[src/design/five_point_neg_laplacian_stencil_defines.svh]
// Assertion macros shared by the stencil top level.
`ifndef FIVE_POINT_NEG_LAPLACIAN_STENCIL_DEFINES_SVH
`define FIVE_POINT_NEG_LAPLACIAN_STENCIL_DEFINES_SVH

// Same-cycle implication, sampled on clk, off while rst_n is low.
`define NLAP_ASSERT_IMP(lbl, ante, cons) \
    lbl: assert property (@(posedge clk) disable iff (!rst_n) (ante) |-> (cons)) \
        else $error("stencil assertion failed");

// Next-cycle implication, sampled on clk, off while rst_n is low.
`define NLAP_ASSERT_NXT(lbl, ante, cons) \
    lbl: assert property (@(posedge clk) disable iff (!rst_n) (ante) |=> (cons)) \
        else $error("stencil assertion failed");

`endif

[src/design/nlap_pkg.sv]
// Types, codes and constants shared by the stencil modules.
package nlap_pkg;

    localparam int DEF_MAX_ROWS = 256;
    localparam int DEF_MAX_COLS = 4096;

    localparam int VAL_W  = 32;
    localparam int ROWS_W = 9;
    localparam int COLS_W = 13;
    localparam int ROWI_W = 8;
    localparam int COLI_W = 12;

    localparam logic [31:0] X_WEIGHT_RST    = 32'd65536;
    localparam logic [31:0] Y_WEIGHT_RST    = 32'd65536;
    localparam logic [8:0]  ROWS_IN_USE_RST = 9'd256;
    localparam logic [12:0] COLS_IN_USE_RST = 13'd4096;

    localparam int QDEPTH = 2;
    localparam int QPTR_W = (QDEPTH > 1) ? $clog2(QDEPTH) : 1;
    localparam int QCNT_W = $clog2(QDEPTH + 1);

    typedef enum logic {
        REQ_SAMPLE = 1'b0,
        REQ_FLUSH  = 1'b1
    } req_t;

    typedef enum logic [1:0] {
        CFG_X_WEIGHT    = 2'd0,
        CFG_Y_WEIGHT    = 2'd1,
        CFG_ROWS_IN_USE = 2'd2,
        CFG_COLS_IN_USE = 2'd3
    } cfg_idx_t;

    // One cell ready for the arithmetic: its five values and which sides exist.
    typedef struct packed {
        logic signed [VAL_W-1:0] prev;
        logic signed [VAL_W-1:0] cur;
        logic signed [VAL_W-1:0] nxt;
        logic signed [VAL_W-1:0] south;
        logic signed [VAL_W-1:0] north;
        logic                    has_prev;
        logic                    has_next;
        logic                    has_south;
        logic                    has_north;
        logic [ROWI_W-1:0]       row;
        logic [COLI_W-1:0]       col;
        logic                    last;
    } op_t;

    typedef struct packed {
        logic full;
        logic empty;
    } qstat_t;

endpackage

[src/design/nlap_queue.sv]
// Short queue of classified cells between the front and back parts.
module nlap_queue
    import nlap_pkg::*;
(
    input  logic   clk,
    input  logic   rst_n,
    input  logic   push,
    input  op_t    wdata,
    input  logic   pop,
    output op_t    rdata,
    output qstat_t status
);

    op_t               buf_reg [QDEPTH];
    logic [QPTR_W-1:0] wr_ptr_reg;
    logic [QPTR_W-1:0] rd_ptr_reg;
    logic [QCNT_W-1:0] cnt_reg;

    assign status.full  = (cnt_reg == QCNT_W'(QDEPTH));
    assign status.empty = (cnt_reg == '0);
    assign rdata        = buf_reg[rd_ptr_reg];

    // Store a pushed entry
    always_ff @(posedge clk)
    begin
        if (push)
        begin
            buf_reg[wr_ptr_reg] <= wdata;
        end
    end

    // Advance pointers and fill count
    always_ff @(posedge clk or negedge rst_n)
    begin
        if (!rst_n)
        begin
            wr_ptr_reg <= '0;
            rd_ptr_reg <= '0;
            cnt_reg    <= '0;
        end
        else
        begin
            if (push)
            begin
                wr_ptr_reg <= (wr_ptr_reg == QPTR_W'(QDEPTH - 1)) ? '0 : wr_ptr_reg + 1'b1;
            end
            if (pop)
            begin
                rd_ptr_reg <= (rd_ptr_reg == QPTR_W'(QDEPTH - 1)) ? '0 : rd_ptr_reg + 1'b1;
            end
            if (push && !pop)
            begin
                cnt_reg <= cnt_reg + 1'b1;
            end
            else if (pop && !push)
            begin
                cnt_reg <= cnt_reg - 1'b1;
            end
        end
    end

endmodule

[config.mk]
export PLATFORM = sky130hd
export DESIGN_NAME = nlap_queue
export DESIGN_NICKNAME = d
export VERILOG_FILES = /design/src/design/five_point_neg_laplacian_stencil_defines.svh /design/src/design/nlap_pkg.sv /design/src/design/nlap_queue.sv
export SDC_FILE = /design/constraint.sdc
export NUM_CORES = 1
export LEC_CHECK = 0
export ABC_AREA = 1
export BUFFER_PORTS_ARGS = -buffer_cell sky130_fd_sc_hd__buf_2
export CORE_ASPECT_RATIO = 1.1
export CORE_MARGIN = 5
export CORE_UTILIZATION = 30
export CTS_CLUSTER_SIZE = 8
export DETAILED_ROUTE_END_ITERATION = 8
export GPL_TIMING_DRIVEN = 1
export SLEW_MARGIN = 40
export SYNTH_ARGS = -nofsm -noshare
export SYNTH_HDL_FRONTEND = slang
export SYNTH_SLANG_ARGS = --single-unit
[constraint.sdc]
create_clock -name clk -period 26.4 [get_ports clk]
set_clock_uncertainty 0.1 [all_clocks]
set_input_delay 2.64 -clock clk [delete_from_list [all_inputs] [get_ports clk]]
set_output_delay 2.64 -clock clk [all_outputs]
set_load 0.05 [all_outputs]
==> out/metrics.yaml <==
vias: 6968
drive_gt1_share_pct: 60.7
intPower_mw: 1.43
dr.pass1.iters: 6
hold_viol: 0
pin_count: 376
syn_inst: 601
antenna_found_initial: 10
clock.fmax_ghz: 0.170
multi_input_area_um2: 2700
setup.worst_path.start: "rd_ptr_reg$_DFFE_PN0P_"
ys_types: 14
rows: 83
synth_top_cell_by_area: "edfxtp_1"
cp-end-kind: "primary output"
die_h_um: 238
post_drt_via_cell_ratio: 4.27
rsz0062_at_grt: "false"
setup_tns_ns: 0
grt_pass1_vias: 7421
synth_area_um2: 14100
cp_common_cell: "buf_6"
clkSinkCount: 374
die_x_um: 217
hold_buffers: 0
ant_nets: 0
cp.required_ns: 23.66
initial_core_util_pct: 30.3
min_period_ns: 5.89
hold_class: "flop to flop"
area_delta_synth_final_pct: 27.8
clockBufferDepth: 3
crit_fanout: 51
setup_violations: 0
p_sw_share_pct: 39.1
power_density_nw_per_um2: 130
ir_drop_v: 0.0000713
cts_htree_levels: 2
ys_ff_latch: 374
cts_tree: "yes"
drtIter0Drc: 346
power.share.sequential_pct: 35.2
syn-num-nets: 791
cpPeakStageDelay_ns: 0.71
hold_start: "cnt_reg[1]$_DFFE_PN0P_"
place_hpwl_um: 20900
wire_per_inst_um: 18.6
nFillCells: 4291
status: "finished clean"
synth-seq-area-share_pct: 79.3
layout_commonest_cell: "buf_2"
pwr-share-clk_pct: 24.6
crit_family: "buffers and inverters"
period_share_pct: 22.3
port_buffers: 375
critPathLaunchType: "flop"
maxSlewViolCount: 0
power.share.combinational_pct: 40.3
synth.avg_cell_area_um2: 23.5
final_cell_area_um2: 18100
route.detailed.drc: 0
cp_cell_sequence: "buf_6, buf_6, mux2_4, buf_2"
placed_area_um2: 16700
wl_um: 30300
tightest_slew_ns: 0.769
core_area_um2: 46600
slowest_stage: "dfrtp_4"
timing.rr.start: "wr_ptr_reg$_DFFE_PN0P_"
cts_setup_buffers: 0
grt_remaining_overflow: 0
worstSetupPathType: "flop to primary output"
grt.total_usage_pct: 11.3
synth_area_leaders: "edfxtp_1 (79%), mux2_4 (15%), mux2_2 (3.6%)"
largest_reg_flops: 370
final_cell_mix: "buf_2 (375), edfxtp_1 (370), mux2_4 (140)"
crit_buf_inv: 3
numCtsBuffers: 52
gp_congestion: 0.746
place_ws_ns: 20.66
p_leak_nw: 7.13
ctsResizeCount: 0
grt_max_degree: 122
ys.warnings.count: 0
finalWorstSetupSlack_ns: 20.51
grt_first_pass_wirelength_um: 44600
yosysTopAreaCellShare_pct: 78.6
maxSlewHeadroom_pct: 48.7
switchingPower_mw: 0.919
die_area_um2: 51600
finalNetCount: 1207
seq_area_um2: 11200
cts.clk_slew.worst_paths_ns: 0.05
max_cap_viol_count: 0
clock_latency_ns: 0.57
arrival_ns: 3.15
cts_root_buf: "clkbuf_16"
-- worst register-to-register path, stage by stage, from the launching register on --
cell and delay [ns]:
dfrtp_1 0.42, nand2_1 0.20, inv_12 0.42, buf_6 0.65
-- through the flow --
step	utilization [%]	cells	power (mW)	hold slack (ns)
after floorplan	-	601	1.64	0.363
after global placement	35.6	1557	1.79	0.380
after detailed placement	35.7	1558	1.80	0.407
after CTS	38.7	1626	2.39	0.431
after global routing	38.7	1629	2.45	0.461
final	38.7	1631	2.35	0.421
-- area by class of cell --
| class | instances | share of cell area [%] |
|---|---|---|
| tap | 595 | 4.12 |
| antenna | 5 | 0.0693 |
| clock buffer | 65 | 7.59 |
| multi-input combinational | 199 | 14.9 |
| sequential | 374 | 62.1 |
| clock inverter | 3 | 0.118 |
| timing repair buffer | 383 | 10.9 |
| inverter | 7 | 0.215 |
-- path summary, 6_finish.rpt --
path / to / slack [ns] / cells after the start
setup / recovery: rdata[152] / 20.51 / 4
setup reg to reg: buf_reg[1][153]$_DFFE_PP_ / 24.20 / 3
hold reg to reg: cnt_reg[1]$_DFFE_PN0P_ / 0.42 / 2
hold / removal: cnt_reg[1]$_DFFE_PN0P_ / 0.42 / 2
max in group asynchronous: rd_ptr_reg$_DFFE_PN0P_ / 24.30 / 1
min in group asynchronous: rd_ptr_reg$_DFFE_PN0P_ / 1.77 / 1
-- power groups by stage --
stage	clock, mW	sequential, mW	combinational [mW]
finish	0.578	0.827	0.947
floorplan	0	0.848	0.796
detailed placement	0	0.839	0.962
global route	0.626	0.837	0.986
global placement	0	0.837	0.956
CTS	0.598	0.829	0.963
-- cells in the mapped netlist --
master	count
edfxtp_1	370
mux2_4	140
mux2_2	45
buf_6	17
inv_1	7
nand2_1	5
buf_2	4
dfrtp_1	4
nor2_1	3
xor2_1	2
ha_1	1
nand3_1	1
nand4_1	1
xnor2_1	1
-- logic make-up after synthesis --
kind of cell	synth area share, %
xor+xnor	0.186
fa+ha+maj	0.0885
buf+inv	1.68
flops	79.3
mux	18.5
simple gates	0.292
-- layer usage --
layer  vias to the layer above  part of all wire [%]  wire, um  track usage (%)
li1                       3217                     -         -                -
met1                      3412                    39     11800             13.4
met2                       267                    50     15300             19.1
met3                        70                   7.5      2270             3.73
met4                         2                   3.1       932             4.35
met5                         -                 0.043        13                0
Note: power is estimated with default switching activity, not from simulation.
